`src/design/sisc_pkg.sv`:
```
// shared types, constants and segment font for the signed integer display driver
`timescale 1ns / 1ps
package sisc_pkg;

   localparam int MAG_W      = 32;
   localparam int IDX_W      = 4;
   localparam int SEG_W      = 8;
   localparam int ND_W       = 3;
   localparam int PP_W       = 3;
   localparam int SL_W       = 4;
   localparam int CSR_IDX_W  = 2;
   localparam int CSR_DATA_W = 4;

   localparam logic [CSR_IDX_W-1:0] CSR_NUM_DIGITS     = 2'd0;
   localparam logic [CSR_IDX_W-1:0] CSR_POINT_POSITION = 2'd1;
   localparam logic [CSR_IDX_W-1:0] CSR_SIGN_LIMIT     = 2'd2;

   localparam logic [ND_W-1:0] NUM_DIGITS_RESET     = 3'd3;
   localparam logic [PP_W-1:0] POINT_POSITION_RESET = 3'd2;
   localparam logic [SL_W-1:0] SIGN_LIMIT_RESET     = 4'd3;

   localparam logic [SEG_W-1:0] POINT_BIT = 8'h80;
   localparam logic [SEG_W-1:0] MINUS_SEG = 8'h01;
   localparam logic [SEG_W-1:0] BLANK_SEG = 8'h00;

   typedef enum logic [1:0] {
      ST_IDLE,
      ST_CONVERT,
      ST_EMIT
   } state_type;

   typedef struct packed {
      logic done;
      logic sticky;
   } bcd_status_type;

   typedef struct packed {
      logic             start;
      logic             neg;
      logic             sticky;
      logic [IDX_W-1:0] num_digits;
      logic [IDX_W-1:0] point_pos;
      logic [IDX_W-1:0] sign_limit;
   } emit_ctrl_type;

   typedef struct packed {
      logic busy;
   } emit_status_type;

   function automatic logic [SEG_W-1:0] seg_font(input logic [3:0] digit);
      logic [SEG_W-1:0] seg;
      unique case (digit)
         4'd0:    seg = 8'h7e;
         4'd1:    seg = 8'h30;
         4'd2:    seg = 8'h6d;
         4'd3:    seg = 8'h79;
         4'd4:    seg = 8'h33;
         4'd5:    seg = 8'h5b;
         4'd6:    seg = 8'h5f;
         4'd7:    seg = 8'h70;
         4'd8:    seg = 8'h7f;
         4'd9:    seg = 8'h7b;
         default: seg = BLANK_SEG;
      endcase
      return seg;
   endfunction

endpackage

```
`src/design/sisc_bcd.sv`:
```
// bit-serial binary to bcd converter, one magnitude bit per cycle
`timescale 1ns / 1ps
module sisc_bcd #(
   parameter int MAX_DIGITS = 6
) (
   input  logic                          clock,
   input  logic                          reset,
   input  logic                          start,
   input  logic [sisc_pkg::MAG_W-1:0]    magnitude,
   output logic [4*MAX_DIGITS-1:0]       bcd,
   output sisc_pkg::bcd_status_type      status
);
   import sisc_pkg::*;

   localparam int BCD_W = 4 * MAX_DIGITS;
   localparam int CNT_W = $clog2(MAG_W);

   logic [MAG_W-1:0] mag_ff, mag_in;
   logic [BCD_W-1:0] bcd_ff, bcd_in;
   logic [BCD_W-1:0] adj;
   logic [CNT_W-1:0] cnt_ff, cnt_in;
   logic             running_ff, running_in;
   logic             done_ff, done_in;
   logic             sticky_ff, sticky_in;

   // add three to every digit of five or more before the shift
   always_comb begin
      for (int j = 0; j < MAX_DIGITS; j++) begin
         adj[4*j +: 4] = (bcd_ff[4*j +: 4] >= 4'd5) ? bcd_ff[4*j +: 4] + 4'd3
                                                      : bcd_ff[4*j +: 4];
      end
   end

   always_comb begin
      mag_in     = mag_ff;
      bcd_in     = bcd_ff;
      cnt_in     = cnt_ff;
      running_in = running_ff;
      done_in    = 1'b0;
      sticky_in  = sticky_ff;
      if (start) begin
         mag_in     = magnitude;
         bcd_in     = '0;
         cnt_in     = '0;
         running_in = 1'b1;
         sticky_in  = 1'b0;
      end else if (running_ff) begin
         mag_in    = {mag_ff[MAG_W-2:0], 1'b0};
         bcd_in    = {adj[BCD_W-2:0], mag_ff[MAG_W-1]};
         // a bit carried out of the top digit means digits beyond the display
         sticky_in = sticky_ff | adj[BCD_W-1];
         cnt_in    = cnt_ff + 1'b1;
         if (cnt_ff == CNT_W'(MAG_W - 1)) begin
            running_in = 1'b0;
            done_in    = 1'b1;
         end
      end
   end

   always_ff @(posedge clock) begin
      if (reset) begin
         running_ff <= 1'b0;
         done_ff    <= 1'b0;
      end else begin
         running_ff <= running_in;
         done_ff    <= done_in;
      end
      mag_ff    <= mag_in;
      bcd_ff    <= bcd_in;
      cnt_ff    <= cnt_in;
      sticky_ff <= sticky_in;
   end

   assign bcd           = bcd_ff;
   assign status.done   = done_ff;
   assign status.sticky = sticky_ff;

endmodule

```
`src/design/sisc_emit.sv`:
```
// command sequencer: shifts out one bcd digit per command into the output register
`timescale 1ns / 1ps
module sisc_emit #(
   parameter int MAX_DIGITS = 6
) (
   input  logic                                clock,
   input  logic                                reset,
   input  sisc_pkg::emit_ctrl_type             ctrl,
   input  logic [4*MAX_DIGITS-1:0]             bcd,
   output sisc_pkg::emit_status_type           status,
   output logic                                rsp_valid,
   input  logic                                rsp_stall,
   output logic [sisc_pkg::IDX_W-1:0]          rsp_digit_address,
   output logic [sisc_pkg::SEG_W-1:0]          rsp_segment_data,
   output logic                                rsp_last
);
   import sisc_pkg::*;

   localparam int BCD_W = 4 * MAX_DIGITS;

   logic [BCD_W-1:0] bcd_ff, bcd_in;
   logic [IDX_W-1:0] idx_ff, idx_in;
   logic             active_ff, active_in;
   logic             stopped_ff, stopped_in;
   logic             valid_ff, valid_in;
   logic [IDX_W-1:0] addr_ff, addr_in;
   logic [SEG_W-1:0] seg_ff, seg_in;
   logic             last_ff, last_in;
   logic             advance;
   logic             rem_nz;
   logic             is_last;

   assign advance = active_ff && (!valid_ff || !rsp_stall);
   assign rem_nz  = ctrl.sticky || (bcd_ff != '0);
   assign is_last = (idx_ff == ctrl.num_digits - 1'b1);

   always_comb begin
      bcd_in     = bcd_ff;
      idx_in     = idx_ff;
      active_in  = active_ff;
      stopped_in = stopped_ff;
      valid_in   = valid_ff && rsp_stall;
      addr_in    = addr_ff;
      seg_in     = seg_ff;
      last_in    = last_ff;
      if (ctrl.start) begin
         bcd_in     = bcd;
         idx_in     = '0;
         active_in  = 1'b1;
         stopped_in = 1'b0;
      end else if (advance) begin
         valid_in = 1'b1;
         addr_in  = ctrl.num_digits - idx_ff;
         last_in  = is_last;
         idx_in   = idx_ff + 1'b1;
         bcd_in   = bcd_ff >> 4;
         priority if (!stopped_ff && (idx_ff <= ctrl.point_pos || rem_nz)) begin
            seg_in = seg_font(bcd_ff[3:0]);
            if (idx_ff == ctrl.point_pos) begin
               seg_in = seg_in | POINT_BIT;
            end
         end else if (!stopped_ff) begin
            // first position past the digits may carry the minus
            stopped_in = 1'b1;
            seg_in     = (ctrl.neg && idx_ff < ctrl.sign_limit) ? MINUS_SEG : BLANK_SEG;
         end else begin
            seg_in = BLANK_SEG;
         end
         if (is_last) begin
            active_in = 1'b0;
         end
      end
   end

   always_ff @(posedge clock) begin
      if (reset) begin
         active_ff <= 1'b0;
         valid_ff  <= 1'b0;
      end else begin
         active_ff <= active_in;
         valid_ff  <= valid_in;
      end
      bcd_ff     <= bcd_in;
      idx_ff     <= idx_in;
      stopped_ff <= stopped_in;
      addr_ff    <= addr_in;
      seg_ff     <= seg_in;
      last_ff    <= last_in;
   end

   assign status.busy       = active_ff;
   assign rsp_valid         = valid_ff;
   assign rsp_digit_address = addr_ff;
   assign rsp_segment_data  = seg_ff;
   assign rsp_last          = last_ff;

   // the final command always lands on the lowest driver address
   a_last_addr_one: assert property (@(posedge clock) disable iff (reset)
      valid_ff && last_ff |-> addr_ff == 4'd1)
      else $error("last command not at address one");

   a_addr_nonzero: assert property (@(posedge clock) disable iff (reset)
      valid_ff |-> addr_ff != '0)
      else $error("command at address zero");

   a_start_loads: assert property (@(posedge clock) disable iff (reset)
      ctrl.start |=> active_ff && idx_ff == '0 && !stopped_ff)
      else $error("sequencer did not load on start");

   a_busy_no_start: assert property (@(posedge clock) disable iff (reset)
      active_ff |-> !ctrl.start)
      else $error("start while sequencer busy");

endmodule

```
`src/design/signed_int_to_segment_commands.sv`:
```
// top level: configuration registers, item control and converter/sequencer hookup
// an accepted item is converted to bcd first, then its commands follow one per cycle
//   while rsp_stall is low, num_digits commands per item
// items do not overlap: req_stall stays high through the bit-serial bcd conversion and
//   the one-digit-per-cycle command sequencer, until the last command is issued
// reset: synchronous, active high; configuration returns to 3 digits, point 2, sign limit 3
`timescale 1ns / 1ps
module signed_int_to_segment_commands #(
   parameter int MAX_DIGITS = 6
) (
   input  logic                              clock,
   input  logic                              reset,
   input  logic                              csr_write,
   input  logic [sisc_pkg::CSR_IDX_W-1:0]    csr_index,
   input  logic [sisc_pkg::CSR_DATA_W-1:0]   csr_wdata,
   input  logic                              req_valid,
   output logic                              req_stall,
   input  logic signed [sisc_pkg::MAG_W-1:0] req_value,
   output logic                              rsp_valid,
   input  logic                              rsp_stall,
   output logic [sisc_pkg::IDX_W-1:0]        rsp_digit_address,
   output logic [sisc_pkg::SEG_W-1:0]        rsp_segment_data,
   output logic                              rsp_last
);
   import sisc_pkg::*;

   logic [ND_W-1:0]  num_digits_ff, num_digits_in;
   logic [PP_W-1:0]  point_pos_ff, point_pos_in;
   logic [SL_W-1:0]  sign_limit_ff, sign_limit_in;
   logic             neg_ff, neg_in;
   state_type        state_ff, state_in;

   logic             accept;
   logic             bcd_start;
   logic             emit_start;
   logic [MAG_W-1:0] magnitude;
   logic [4*MAX_DIGITS-1:0] bcd;
   bcd_status_type   bcd_status;
   emit_ctrl_type    emit_ctrl;
   emit_status_type  emit_status;
   logic [IDX_W-1:0] nd_eff;
   logic [IDX_W-1:0] pp_ext;

   // configuration writes
   always_comb begin
      num_digits_in = num_digits_ff;
      point_pos_in  = point_pos_ff;
      sign_limit_in = sign_limit_ff;
      if (csr_write) begin
         unique case (csr_index)
            CSR_NUM_DIGITS:     num_digits_in = csr_wdata[ND_W-1:0];
            CSR_POINT_POSITION: point_pos_in  = csr_wdata[PP_W-1:0];
            CSR_SIGN_LIMIT:     sign_limit_in = csr_wdata[SL_W-1:0];
            default: ;
         endcase
      end
   end

   // clamp digit count to one..MAX_DIGITS and widen the point; it is clamped below the count at emit_ctrl
   always_comb begin
      priority if (num_digits_ff == '0) begin
         nd_eff = IDX_W'(1);
      end else if ({1'b0, num_digits_ff} > IDX_W'(MAX_DIGITS)) begin
         nd_eff = IDX_W'(MAX_DIGITS);
      end else begin
         nd_eff = {1'b0, num_digits_ff};
      end
      pp_ext = {1'b0, point_pos_ff};
   end

   // next state
   always_comb begin
      state_in = state_ff;
      unique case (state_ff)
         ST_IDLE:    if (req_valid) state_in = ST_CONVERT;
         ST_CONVERT: if (bcd_status.done) state_in = ST_EMIT;
         ST_EMIT:    if (!emit_status.busy) state_in = ST_IDLE;
         default:    state_in = ST_IDLE;
      endcase
   end

   // state outputs
   always_comb begin
      req_stall  = 1'b1;
      bcd_start  = 1'b0;
      emit_start = 1'b0;
      unique case (state_ff)
         ST_IDLE: begin
            req_stall = 1'b0;
            bcd_start = req_valid;
         end
         ST_CONVERT: emit_start = bcd_status.done;
         ST_EMIT:    ;
         default:    ;
      endcase
   end

   assign accept    = req_valid && !req_stall;
   assign neg_in    = accept ? req_value[MAG_W-1] : neg_ff;
   assign magnitude = req_value[MAG_W-1] ? (MAG_W'(0) - MAG_W'(req_value)) : MAG_W'(req_value);

   assign emit_ctrl.start      = emit_start;
   assign emit_ctrl.neg        = neg_ff;
   assign emit_ctrl.sticky     = bcd_status.sticky;
   assign emit_ctrl.num_digits = nd_eff;
   assign emit_ctrl.point_pos  = (pp_ext > nd_eff - 1'b1) ? nd_eff - 1'b1 : pp_ext;
   assign emit_ctrl.sign_limit = sign_limit_ff;

   always_ff @(posedge clock) begin
      if (reset) begin
         num_digits_ff <= NUM_DIGITS_RESET;
         point_pos_ff  <= POINT_POSITION_RESET;
         sign_limit_ff <= SIGN_LIMIT_RESET;
         state_ff      <= ST_IDLE;
      end else begin
         num_digits_ff <= num_digits_in;
         point_pos_ff  <= point_pos_in;
         sign_limit_ff <= sign_limit_in;
         state_ff      <= state_in;
      end
      neg_ff <= neg_in;
   end

   sisc_bcd #(
      .MAX_DIGITS (MAX_DIGITS)
   ) u_bcd (
      .clock     (clock),
      .reset     (reset),
      .start     (bcd_start),
      .magnitude (magnitude),
      .bcd       (bcd),
      .status    (bcd_status)
   );

   sisc_emit #(
      .MAX_DIGITS (MAX_DIGITS)
   ) u_emit (
      .clock             (clock),
      .reset             (reset),
      .ctrl              (emit_ctrl),
      .bcd               (bcd),
      .status            (emit_status),
      .rsp_valid         (rsp_valid),
      .rsp_stall         (rsp_stall),
      .rsp_digit_address (rsp_digit_address),
      .rsp_segment_data  (rsp_segment_data),
      .rsp_last          (rsp_last)
   );

endmodule
```
`config.mk`:
```
export PLATFORM = sky130hd
export DESIGN_NAME = signed_int_to_segment_commands
export DESIGN_NICKNAME = d
export VERILOG_FILES = /design/src/design/sisc_pkg.sv /design/src/design/sisc_bcd.sv /design/src/design/sisc_emit.sv /design/src/design/signed_int_to_segment_commands.sv
export SDC_FILE = /design/constraint.sdc
export NUM_CORES = 1
export LEC_CHECK = 0
export ABC_AREA = 1
export BUFFER_PORTS_ARGS = -buffer_cell sky130_fd_sc_hd__clkbuf_2
export CORE_MARGIN = 3
export CORE_UTILIZATION = 25
export DETAILED_ROUTE_END_ITERATION = 7
export GPL_ROUTABILITY_DRIVEN = 0
export GPL_TIMING_DRIVEN = 0
export PLACE_DENSITY = 0.36
export SETUP_SLACK_MARGIN = 0.2
export SYNTH_ARGS = -nofsm -noshare
export SYNTH_HDL_FRONTEND = slang
export SYNTH_SLANG_ARGS = --single-unit
```
`constraint.sdc`:
```
create_clock -name clock -period 4.15 [get_ports clock]
set_input_delay 0.415 -clock clock [delete_from_list [all_inputs] [get_ports clock]]
set_output_delay 0.415 -clock clock [all_outputs]
set_load 0.05 [all_outputs]
```
[Word level (Yosys, flattened, before mapping)]
Memory sizes are Yosys's and may differ from the RTL's. A register that Yosys moved wholly into a read port is not among the register bits.
Index checks and enable logic that the tools add are counted.
Widths: inputs -> output; s select.
Storage, ports and cells
  flip-flop bits (word level): 121
  bits in read-only memories: 112
  output and inout port bits: 15
  memories: 1
Memories
  (name not given): words 16, bits a word 7, read ports 1, clocked after memory_dff 1, wr ports 0, line sisc_pkg.sv:52  | unique case (digit)
Cells by class
  add/subtract/negate cells: 11
  order comparisons: 10
  equality and inequality tests: 10
  mux-type cells: 35
  bitwise logic cells: 4
  reductions and logical operators: 26
Operator list (count)
  $mux 32: 3
  $mux 24: 2
  $mux 4: 8
  $sub 1x32->32 const A: 1
  $add 4x2->4 const B: 6
  $ge 4x3->1 const B: 6
  $mux 8: 3
  $reduce_bool 24->1: 1
  $mux 1: 13
  $reduce_and 2->1: 6
  $eq 4x4->1: 2
  $mux 2: 3
  $mux 3: 2
  $pmux 2 s3: 1
  $reduce_bool 2->1: 3
  $add 5x1->5 const B: 1
  $eq 5x5->1 const B: 1
  $logic_and 1x1->1: 5
  $add 4x1->4 const B: 1
  $eq 2x1->1 const B: 2
  $eq 2x2->1 const B: 2
  $gt 3x4->1: 1
  $le 4x4->1: 1
  $logic_not 2->1: 2
  other kinds (13): 20

[Logic depth before layout (Yosys ltp)]
Gate-level depths: netlist of the first run.
  depth in word-level cells: 11
  depth in mapped cells: 20
  depth with buffers taken out: 20

[Modules after synthesis]
Synthesis of the first run repeated with hierarchy kept, for this count alone.
Unflattened totals
  cells, all modules: 996
  area, all modules: 7475.9 sq um
By module, submodules not included
  sisc_bcd: times used 1, cells each 376, area each 3069.2 sq um, sequential area each 1601.5 sq um
  sisc_emit: times used 1, cells each 311, area each 2672.6 sq um, sequential area each 1391.3 sq um
  signed_int_to_segment_commands: times used 1, cells each 309, area each 1734.2 sq um, sequential area each 270.3 sq um

[Least setup slack after synthesis of the first run]
No wires, ideal clock.
  kind: flip-flop to flip-flop
  start: register num_digits_ff[1]
  end: register u_emit.seg_ff[1] (netlist: u_emit.rsp_segment_data[1]) (data pin)
  library setup time: 259 ps
  data arrival time: 2035 ps
  required time: 3891 ps
  path slack: 1856 ps
  stages on the path, launching flop included: 18
  period minus slack after synthesis: 2294 ps
  cells stage by stage: dfxtp_1 > inv_1 > nand3_1 > nand2_1 > or2_2 > nand2_1 > nand2_1 > nand2_1 > nand2_1 > ha_1 > nand2_1 > nor2_1 > inv_1 > nand3_1 > nor2_1 > nand2_1 > nand2_1 > nor2_1
Between the ends
  longest elaborated chain between the ends: 10
RTL lines
  start, declared: line signed_int_to_segment_commands.sv:27  | logic [ND_W-1:0] num_digits_ff, num_digits_in;
  start signal, assigned: line signed_int_to_segment_commands.sv:116  | num_digits_ff <= num_digits_in;
  $gt 3x3->1: line signed_int_to_segment_commands.sv:63  | end else if ({1'b0, num_digits_ff} > IDX_W'(MAX_DIGITS)) begin
  $mux 3: line signed_int_to_segment_commands.sv:63
  $mux 3 *: line signed_int_to_segment_commands.sv:61  | priority if (num_digits_ff == '0) begin
  $sub 3x1->4 *
  $gt 3x4->1: line signed_int_to_segment_commands.sv:106  | assign emit_ctrl.point_pos = (pp_ext > nd_eff - 1'b1) ? nd_eff - 1'b1 : pp_ext;
  $mux 4 *: line signed_int_to_segment_commands.sv:106
  $le 4x4->1 *: line sisc_emit.sv:57  | priority if (!stopped_ff && (idx_ff <= ctrl.point_pos || rem_nz)) begin
  $logic_or 1x1->1 *: line sisc_emit.sv:57
  $logic_and 1x1->1 *: line sisc_emit.sv:57
  $mux 8 *: line sisc_emit.sv:57
  end signal, assigned: line sisc_emit.sv:87  | seg_ff <= seg_in;
  end, declared: line sisc_emit.sv:27  | logic [SEG_W-1:0] seg_ff, seg_in;
Mark *: on every way between the ends. The rest lies on a longest branch, timed or not.
A chain may end at the register's enable or synchronous reset.

[Final worst setup path of the first run]
Same ends and word-level chain as after synthesis.

==> reports/results.ini, run 1 <==
[cells_and_area]
antennaDiodeCount=0
finish.net_count=1033
register_area_um2=3263
final_cell_mix=nand2_1, inv_1, nor2_1
fill_cells=3031
drive_gt1_share_pct=12.87
final_common_cell=nand2_1
syn_to_final_growth_pct=18.48
multi_input_area_um2=3202

[setup_path]
worstPathRequired_ns=4.31
endpoint_kind=flip-flop
cpPeakStageDelay_ns=0.40
crit_type=reg2reg
crit_top_cell=nand2_1
r2r-start=num_digits_ff[1]
worstPathBufferInverterCount=2
slowest_stage=dfxtp_1
critPathLaunchType=flip-flop
path_cells=inv_1 -> nand3_1 -> nand2_1 -> or2_2 -> nand2_1 -> nand2_1 -> nand2_1 -> nand2_1 -> ha_1 -> nand2_1 -> nor2_1 -> inv_1 -> nand3_1 -> nor2_1 -> nand2_1 -> nand2_1 -> nor2_1
r2r_slack_ns=1.45
cp.depth=17
reg2reg_depth=17
cpLargestDelayFamily=simple AND/OR/NAND/NOR gates
reg2reg_to=u_emit.rsp_segment_data[1]
cp.arrival_ns=2.85
crit_fanout=8

[die]
die_w_um=173.7
start_util_pct=25.74
die_h_um=173.7
core_area_um2=27330
num_rows=60
die_area_um2=30180
io_pins=58

[global_routing]
gr-total-overflow=0
antenna_found_initial=0
grt_pass1_wl_um=30970
grt_max_degree=42
first_global_vias=6120
grt.total_usage_pct=12.73

[job]
drv_cap=0

[pwr]
power_switching_uw=770.6
power.share.combinational_pct=9.6
power.density_nw_per_um2=377.5
peakVddDrop_v=0.0002379
p_clk_share_pct=44.7
switching_share_pct=24.50
p_seq_share_pct=45.7
total_leakage_power_nw=3.630
p_int_mw=2.375

[cts]
cts_resized=0
cts_hold_buf=0
cts_setup_buffers=0
clk_latency_ns=0.42
htree_levels=4
clkTransAtPathRegs_ns=0.06
ctsLongestPathBuffers=2
clock-sinks=128
cts_tree=built
cts_made_buffers=17
root_buffer=clkbuf_16

[logic_synthesis]
synthFlopType=edfxtp_1
synthArstFlopShare_pct=0
synth_xor_area_share_pct=2.864
synthMuxAreaShare_pct=0
synth.ff_latch_count=128
syn_nets=957
synth_edf_count=70
yosys_warnings=0
synth_compound_area_share_pct=12.08
synth_top_family_by_area=simple AND/OR/NAND/NOR gates
ys_types=45
ys_seq_area_share_pct=46.40
syn_avg_cell_area_um2=7.974
synth_area_um2=7033
post_synth_fa_ha_maj_area_fraction_pct=5.800
synth-simple-area-share_pct=24.69
syn-instance-count=882

[status]
outcome=finished, final reports clean

[sta]
maxSlewHeadroom_pct=45.15
fin_worst_skew_ns=0.01090
worst_pin_slew_ns=0.8218
fmax_mhz=371.0
min_period_ns=2.696
hold-worst-slack_ns=0.2571
setup_viol=0
finalMaxSlewViolations=0
final-hold-violation-count=0
grt_setup_unrepaired=false
fin_tns_setup_ns=0
finalCritPeriodShare_pct=64.96

[drt]
via_per_inst=4.366
wl_per_cell_um=13.77
drtIter0Drc=279
routed_wl_um=18490
vias=5863
drc=0
ant_nets=0
first_pass_iters=5

[min_path]
hp-class=in2reg
min_path_cells=3
hold_end=point_pos_ff[1]
hp-start=csr_wdata[1]

[place]
hpwl_um=14190
port_buffers=57

[flip-flops by register name, summed over array words and instances (netlist names), 2 cells and up, named ones only]
name,flops
u_emit.bcd_ff,24
u_emit.idx_ff,4
sign_limit_ff,4
u_bcd.cnt_ff,5
u_emit.rsp_digit_address,4
point_pos_ff,3
u_bcd.bcd,24
u_bcd.mag_ff,32
u_emit.rsp_segment_data,8
state_ff,2
num_digits_ff,3
[cell type report]
cell class | count | area share, %
Sequential cell | 128 | 39.16
Clock inverter | 6 | 0.6907
Inverter | 119 | 5.390
Multi-Input combinational cell | 612 | 38.42
Buffer | 23 | 1.456
Tap cell | 372 | 5.586
Clock buffer | 26 | 5.871
Timing Repair Buffer | 57 | 3.423
[per-layer routing]
metal / vias to the layer above / part of all wire (%) / GRT usage [%]
met5: - / 0 / 0
met1: 2679 / 47 / 15.89
met4: 0 / 1.5 / 3.954
li1: 3067 / - / -
met3: 16 / 3.6 / 2.365
met2: 101 / 48 / 22.24
[Yosys cell counts, types with 5 or more instances]
cell	n	area share (%)
o22ai_1	12	1.1
o211ai_1	5	0.53
buf_2	10	0.71
nor2_1	82	4.4
a21oi_1	25	1.8
edfxtp_1	70	30
ha_1	31	5.5
o31ai_1	5	0.53
clkbuf_1	9	0.48
or2_2	5	0.44
inv_1	114	6.1
nand2_1	232	12
nor3_1	12	0.85
dfxtp_1	58	17
o21ai_0	75	5.3
nand3_1	51	3.6
nand4_1	8	0.71
xor2_1	19	2.4
[logic make-up (layout without fill, tap and decap cells)]
logic type,Yosys count,after routing
buffers and inverters,142,231
DFF,128,128
xor gates and xnor gates,23,23
other,1,1
AOI/OAI and AO/OA,146,146
adders and majority gates,32,32
and+or+nand+nor,410,410
[tightest hold or removal path, stage by stage]
cell      delay (ns)
clkbuf_2        0.11
nand2_1         0.05
nand3_1         0.06
[worst max-delay path by stage]
stage	slack, ns	to	from
floorplan	1.86	u_emit.rsp_segment_data[1]	num_digits_ff[1]
global placement	1.41	u_emit.rsp_segment_data[3]	num_digits_ff[1]
detailed placement	1.41	u_emit.rsp_segment_data[1]	num_digits_ff[1]
CTS	1.40	u_emit.rsp_segment_data[1]	num_digits_ff[1]
global route	1.12	u_emit.rsp_segment_data[0]	num_digits_ff[1]
finish	1.45	u_emit.rsp_segment_data[1]	num_digits_ff[1]
[power by group through the flow]
stage / Combinational [mW] / Sequential [mW] / Clock [mW]
floorplan: 0.199 / 1.45 / 0
global placement: 0.311 / 1.46 / 0
detailed placement: 0.311 / 1.46 / 0
CTS: 0.311 / 1.44 / 1.45
global route: 0.354 / 1.44 / 1.50
finish: 0.301 / 1.44 / 1.41
[stage by stage]
step                      area [um^2]  instances  setup WS (ns)  total power [mW]  utilization (%)
final                            8333       1343          1.454             3.145            30.49
after global routing             8333       1343          1.119             3.298            30.49
after CTS                        8330       1343          1.396             3.198            30.49
after detailed placement         7784       1311          1.415             1.772            28.48
after global placement           7784       1311          1.413             1.773            28.48
after floorplan                  7033        882          1.856             1.652                -
Note: power is estimated with default switching activity, not from simulation.
==> inputs of run 2 (changes only) <==
- ABC_AREA: 1 -> 0
- PLACE_DENSITY: 0.36 -> 0.37
- clock period: 4.15 -> 2.2 ns (I/O delays scaled with it)
==> reports/results.ini, run 2 <==
[logic_synthesis]
syn_nets=780
synth_edf_count=70
yosysMostFrequentCell=nand2_1
synth.area.top_cells=edfxtp_1, dfxtp_1, nand2_1
synth_top_area_cell=edfxtp_1
syn_avg_cell_area_um2=9.550
syn-instance-count=705
synth_top_area_share_pct=31.22
synthFlopType=edfxtp_1
yosys_warnings=0
ys_types=57
synth.ff_latch_count=128
ys_top_cells_by_count=nand2_1, edfxtp_1, dfxtp_1, o21ai_0, nor2_1
ys_seq_area_share_pct=48.47
synth_area_um2=6733
synthArstFlopShare_pct=0

[setup_path]
cpLargestDelayFamily=simple AND/OR/NAND/NOR gates
path_cells=buf_8 -> o211ai_1 -> or3b_4 -> ha_4 -> nor2b_4 -> o211ai_1 -> a211oi_2 -> buf_4 -> nor2_4 -> and2_4
slowest_stage=or3b_4
worstPathBufferInverterCount=2
endpoint_kind=flip-flop
r2r_slack_ns=-0.22
worstPathRequired_ns=2.37
crit_top_cell=o211ai_1
cpPeakStageDelay_ns=0.41
r2r-start=num_digits_ff[1]
critPathLaunch=num_digits_ff[1]
crit_fanout=6
crit_type=reg2reg
critPathLaunchType=flip-flop
cp.arrival_ns=2.59

[global_routing]
antenna_found_initial=0
grt.busiest_layer=met2
first_global_vias=5437
grt.total_usage_pct=12.33
grt_max_degree=33
met3_usage_pct=2.904
use_met2_pct=20.67
grt_pass1_wl_um=28320
gr-total-overflow=0
grt.met1_usage_pct=16.15

[cts]
ctsLongestPathBuffers=2
root_buffer=clkbuf_16
cts_made_buffers=17
htree_levels=4
cts_tree=built
cts_hold_buf=0
clkTransAtPathRegs_ns=0.06
clock-sinks=128
clk_latency_ns=0.42

[cells_and_area]
finish.net_count=876
regMostFlops=u_bcd.mag_ff
antennaDiodeCount=0
fill_cells=2702
final_cell_mix=nand2_1, edfxtp_1, clkbuf_2
syn_to_final_growth_pct=24.79
final_common_cell=nand2_1
largest_reg_flops=32
drive_gt1_share_pct=17.94
stdcell_count=1149

[sta]
min_period_ns=2.421
setup_viol=7
final-hold-violation-count=0
fin_ws_ns=-0.2212
finalMaxSlewViolations=0
worst_pin_slew_ns=0.7469
hold-worst-slack_ns=0.03718
fmax_mhz=413.0
fin_worst_skew_ns=0.008361
maxSlewHeadroom_pct=50.20
finalCritPeriodShare_pct=110.1
grt_setup_unrepaired=true

[die]
core_area_um2=26280
start_util_pct=25.62
num_rows=59
io_pins=58
die_area_um2=28940
die_h_um=170.1
die_w_um=170.1

[pwr]
p_clk_share_pct=47.5
total_power_mw=6.386
power_switching_mw=1.556
peakVddDrop_v=0.0004349
p_int_mw=4.830
switching_share_pct=24.36
total_leakage_power_nw=3.247
power.share.combinational_pct=9.6
power.density_nw_per_um2=760.0
p_seq_share_pct=43.0

[job]
drv_cap=0

[min_path]
hp-class=in2reg
hp-start=csr_wdata[0]

[drt]
drtIter0Drc=271
drc=0
routed_wl_um=17660
ant_nets=0
vias=5386
via_per_inst=4.688
wl_per_cell_um=15.37
first_pass_iters=4

[place]
hpwl_um=12590
port_buffers=57
placed_cells=1097

[status]
outcome=finished with violations
violations=negative setup slack

## run 2: cell count changes after synthesis, sizes merged, moves of 20 or more
cell / delta
a21oi: +20
inv: -84
nand2: -128
nand3: -40
nor2: -31
o21ai: -26
## run 2: metal layers
layer / vias up / part of all wire (%) / wire length, um
li1: 2698 / - / -
met3: 7 / 3.3 / 581
met4: 0 / 0.85 / 150
met2: 85 / 48 / 8407
met5: - / 0 / 0
met1: 2596 / 48 / 8522
## run 2: stage by stage
stage / worst slack, ns / cell area, um^2 / utilization (%) / TNS (ns)
floorplan: -0.1257 / 6774 / - / -0.7542
global placement: -0.4921 / 7478 / 28.46 / -17.82
detailed placement: -0.5282 / 7478 / 28.46 / -19.42
CTS: -0.1938 / 8269 / 31.47 / -1.250
global route: -0.3143 / 8402 / 31.97 / -2.143
finish: -0.2212 / 8402 / 31.97 / -1.400
## run 2: final timing paths
check             cells past startpoint                    endpoint
setup reg to reg                     10  u_emit.rsp_segment_data[2]
hold / removal                        2            num_digits_ff[0]
hold reg to reg                       1            sign_limit_ff[0]
setup / recovery                     10  u_emit.rsp_segment_data[2]
## run 2: power by group through the flow
stage,combinational [mW],sequential [mW],clock (mW)
2_1_floorplan,0.382,2.77,0
3_3_place_gp,0.572,2.79,0
3_5_place_dp,0.581,2.80,0
4_1_cts,0.608,2.74,3.11
5_1_grt,0.693,2.76,3.23
6_report,0.610,2.74,3.03
## run 2: cell type report
class / instances / area [um^2] / area share, %
multi-input combinational: 514 / 3371 / 40.12
sequential: 128 / 3268 / 38.90
clock buffer: 18 / 439.2 / 5.227
timing repair buffer: 76 / 427.9 / 5.093
tap: 335 / 419.2 / 4.989
clock inverter: 14 / 188.9 / 2.249
buffer: 29 / 156.4 / 1.862
inverter: 35 / 131.4 / 1.564
## run 2: worst register-to-register path, stage by stage, from the launching register on
cell and delay, ns:
dfxtp_2 0.33, buf_8 0.12, o211ai_1 0.20, or3b_4 0.41, ha_4 0.28, nor2b_4 0.12, o211ai_1 0.11, a211oi_2 0.22
buf_4 0.18, nor2_4 0.06, and2_4 0.16
## run 2: repair_timing
item                                    4_1_cts  5_1_grt
gates resized for setup                      27       16
pin swaps                                     4        6
gates cloned                                  0        1
endpoints found under the setup margin       98       27
buffers inserted                             10        9
## run 2: kinds of logic (layout without fill, tap and decap cells)
| kind of cell | count (synthesis) | after routing | share of synthesized area [%] |
|---|---|---|---|
| AO/OA/AOI/OAI | 159 | 159 | 14.70 |
| multiplexers | 17 | 17 | 2.527 |
| AND/OR/NAND/NOR | 262 | 263 | 19.16 |
| XOR/XNOR | 42 | 42 | 5.464 |
| flip-flops | 128 | 128 | 48.47 |
| other | 1 | 1 | 0.05570 |
| buffers and inverters | 64 | 172 | 3.568 |
| adder cells (fa/ha/maj) | 32 | 32 | 6.058 |
